==> src/sv/bb3_ram.sv <==
// ---------------------------------------------------------------------------
// bb3_ram: generic single-port-write, single-port-read synchronous RAM
// One write and one read per cycle; the read data is registered and holds
// its value in cycles without a read.
// ---------------------------------------------------------------------------
module bb3_ram #(
	parameter int WIDTH = 8,
	parameter int DEPTH = 16
) (
	input  logic                     clk,
	input  logic                     we,
	input  logic [$clog2(DEPTH)-1:0] waddr,
	input  logic [WIDTH-1:0]         wdata,
	input  logic                     re,
	input  logic [$clog2(DEPTH)-1:0] raddr,
	output logic [WIDTH-1:0]         rdata
);

	logic [WIDTH-1:0] mem_q [DEPTH];

	// Storage write port.
	always_ff @(posedge clk) begin
		if (we) begin
			mem_q[waddr] <= wdata;
		end
	end

	// Registered read port.
	always_ff @(posedge clk) begin
		if (re) begin
			rdata <= mem_q[raddr];
		end
	end

endmodule

==> config.mk <==
export PLATFORM = sky130hd
export DESIGN_NAME = bb3_ram
export DESIGN_NICKNAME = d
export VERILOG_FILES = /design/src/sv/bb3_ram.sv
export SDC_FILE = /design/constraint.sdc
export NUM_CORES = 1
export LEC_CHECK = 0
export BUFFER_PORTS_ARGS = -buffer_cell sky130_fd_sc_hd__buf_2
export CORE_ASPECT_RATIO = 0.8
export CORE_MARGIN = 3
export CORE_UTILIZATION = 60
export CTS_BUF_LIST = sky130_fd_sc_hd__clkbuf_8
export DETAILED_ROUTE_END_ITERATION = 8
export PLACE_DENSITY = 0.78
export SYNTH_ARGS = -nofsm -noshare
export SYNTH_HDL_FRONTEND = slang
export SYNTH_SLANG_ARGS = --single-unit
==> constraint.sdc <==
create_clock -name clk -period 2.4 [get_ports clk]
set_clock_uncertainty 0.15 [all_clocks]
set_input_delay 0.48 -clock clk [delete_from_list [all_inputs] [get_ports clk]]
set_output_delay 0.48 -clock clk [all_outputs]
set_load 0.005 [all_outputs]
== After elaboration in Yosys (flattened, before gate mapping) ==
Memory sizes are Yosys's and may differ from the RTL's. A register that Yosys moved wholly into a read port is not among the register bits.
Index checks and enable logic that the tools add are counted.
Widths: inputs -> output; s select.
Operators by class
  multiplexer cells: 2
Operators with widths (number)
  $mux 1: 2
Word-level totals
  bits in registers: 0
  memory bits (writable): 128
  input bits: 19
  output and inout bits: 8
  logic and storage cells: 3
  memories kept: 1
Memory list
  mem_q: words 16, width 8, rd ports 1, clocked after memory_dff 1, wr ports 1, line 19  | logic [WIDTH-1:0] mem_q [DEPTH];

== Longest topological paths before layout ==
  word-level depth: 2
  gate-level depth with buffers: 5
  mapped depth without buffers: 3

== Least setup slack after synthesis ==
No wires, ideal clock.
  path kind: input -> register
  from: input waddr[2]
  to: memory mem_q[0][0], enable pin
  library setup time: 383 ps
  arrival: 1590 ps
  path slack: 277 ps
  stages: 2
  path buffers: 0
  cells stage by stage: or3b_2 > nor3_1
RTL lines
  start: declaration: line 12  | input logic [$clog2(DEPTH)-1:0] waddr,
  end: declaration: line 19
No word-level cell before the write port.

==> results.json <==
{
  "vias_per_cell": 6.15,
  "synth_flop_cell": "edfxtp_1",
  "drc": 0,
  "place_congestion": 0.816,
  "drt_wl_total_mm": 9.55,
  "internal_power_mw": 3.71,
  "yosysWarnings": 0,
  "rr_startpoint": "mem_q[1][1]",
  "path_buf_inv": 2,
  "crit_arrival_ns": 1.81,
  "clkLatencyLatePin_ns": 0.43,
  "drive_above_1_share_pct": 32.9,
  "synth_mux_area_share_pct": 14.8,
  "synth_edf_count": 136,
  "grt_pass1_vias": 2566,
  "crit_chain": "buf_2 -> buf_12 -> mux4_1 -> a22oi_1 -> nand2_1",
  "async_flop_share_pct": 0,
  "vias": 2496,
  "outcome": "complete, no violations",
  "total_power_mw": 4.73,
  "first_pass_iters": 5,
  "p_leak_nw": 2.03,
  "worstSetupPathType": "in2reg",
  "grt_pass1_wl_mm": 14.9,
  "synth_seq_area_share_pct": 78.1,
  "ant_nets": 0,
  "synthAdderAreaFrac_pct": 0,
  "yosys.area.top_type_share_pct": 78.1,
  "slew_viol_final": 0,
  "num-nets-final": 305,
  "fmax_mhz": 558,
  "syn_area_sq_um": 5230,
  "clkPwrFrac_pct": 37.9,
  "antenna_found_initial": 0,
  "initial_core_util_pct": 63.7,
  "grt_start_max_net_pins": 33,
  "core_area_sq_um": 8200,
  "io-pin-count": 27,
  "slowest_stage": "mux4_1",
  "startpoint_type": "input pin",
  "drv_cap": 0,
  "hold_start": "re",
  "postSynthAreaPerCell_sq_um": 22.8,
  "multi_input_area_sq_um": 1060,
  "crit_family": "multiplexers",
  "cts_setup_buffers": 0,
  "clockBufferDepth": 2,
  "syn_to_final_growth_pct": 14.6,
  "combPwrFrac_pct": 5.3,
  "synth_compound_area_share_pct": 2.30,
  "yosysMostFrequentCell": "edfxtp_1",
  "final.setup.tns_ns": 0,
  "cts_root_buffer": "clkbuf_8",
  "pwr-share-seq_pct": 56.9,
  "yosys.area_share.simple_pct": 3.14,
  "synth_top_family_by_area": "multiplexers",
  "p_sw_mw": 1.02,
  "portBuffers": 26,
  "row_count": 29,
  "fin_crit_sh_pct": 74.7,
  "synth_common_cells": "edfxtp_1 (136), mux4_2 (18), a22oi_1 (16)",
  "synth_area_leaders": "edfxtp_1 (78%), mux4_2 (7.8%), mux4_1 (7.0%), a22oi_1 (2.3%), nor2_1 (0.93%)",
  "postCtsHoldBufs": 0,
  "grtUsageTotal_pct": 22.4,
  "die_w_um": 110,
  "endpoint_kind": "register",
  "slew_headroom_pct": 72.9,
  "die_area_sq_um": 9880,
  "tightest_slew_ns": 0.406,
  "powerDensity_nw_per_um2": 789,
  "synth_xor_area_share_pct": 0,
  "grt_setup_unrepaired": "no",
  "hp-class": "in2reg",
  "fill_cells": 485,
  "ff_latch_area_sq_um": 4080,
  "cts_tree": "done",
  "synth_cell_types": 18,
  "ys_ff_latch": 136,
  "syn_nets": 248,
  "crit_start": "raddr[0]",
  "drt-initial-drc-count": 216,
  "num_antenna_cells": 0,
  "clock_sinks": 136,
  "wl_per_cell_um": 23.5,
  "max_stage_delay_ns": 0.61,
  "clk_pin_slew_worst_paths_ns": 0.08,
  "critPathMaxFanout": 20,
  "synth_top_area_cell": "edfxtp_1",
  "netlist_instances": 229,
  "hold_violations": 0,
  "die_h_um": 89.5,
  "cts_buffers": 17,
  "ir_worst_vdd_v": 0.000711,
  "critPathRequiredTime_ns": 2.42,
  "overflow": 0,
  "fin_crit_ns": 1.79,
  "p_sw_share_pct": 21.6,
  "dp_hpwl_mm": 6.25,
  "cts_resized": 0,
  "setup_viol": 0,
  "htree_levels": 4
}
metal layers:
metal	GRT usage (%)	vias to the layer above	part of all wire (%)
met2	32.3	128	46
met1	33.8	1263	44
met5	0	-	0
li1	-	1095	-
met3	7.08	10	8.4
met4	6.60	0	0.95
registers in the layout (all words and copies together), names as in the netlist:
signal  count
mem_q     128
rdata       8
worst paths after layout:
kind | slack, ns | cells after the start | end
max reg2reg | 0.70 | 3 | rdata[1]
min | 0.28 | 1 | rdata[5]
min reg2reg | 0.61 | 3 | rdata[2]
max | 0.61 | 5 | rdata[1]
worst reg2reg max path, stage by stage (launching register included):
cell and delay (ns):
edfxtp_1 0.39, mux4_1 0.52, a22oi_1 0.31, nand2_1 0.09
power by group through the flow:
stage | Sequential, mW | Clock, mW | Combinational, mW
finish | 2.69 | 1.79 | 0.249
global route | 2.69 | 1.93 | 0.271
CTS | 2.69 | 1.83 | 0.251
detailed placement | 2.74 | 0 | 0.250
global placement | 2.74 | 0 | 0.243
floorplan | 2.74 | 0 | 0.135
per-stage QoR:
stage / area, sq um / instances / hold WS (ns) / util [%] / setup WS (ns)
global placement: 5610 / 375 / 0.576 / 68.4 / 0.200
floorplan: 5230 / 229 / 0.429 / - / 0.277
detailed placement: 5610 / 375 / 0.586 / 68.4 / 0.164
CTS: 5990 / 406 / 0.250 / 73.1 / 0.636
global route: 5990 / 406 / 0.250 / 73.1 / 0.607
finish: 5990 / 406 / 0.279 / 73.1 / 0.607
layout make-up:
type                    instances  area share (%)
clock inverters                14            2.51
clock buffers                  17            3.90
flip-flops and latches        136            68.1
well taps                     108            2.25
multi-input cells              83            17.6
repair buffers                 48            5.55
logic make-up (layout without fill, tap and decap cells):
group                  Yosys count  in the layout
DFF                            136            136
AOI/OAI and AO/OA               16             16
muxes                           32             32
and+or+nand+nor                 35             35
buffers and inverters           10             79
cells in the final DEF, fill, tap and decap left out, drive strengths merged:
cell type and count:
inv 3, edfxtp 136, and2b 1, nor2 13, clkinvlp 3, mux4 32, clkbuf 17, and2 1
clkinv 6, buf 48, or3b 1, nand2b 2, nand3b 2, bufinv 2, nor2b 1, a22oi 16
nor3 4, nand2 9, nand3 1
Note: power is estimated with default switching activity, not from simulation.
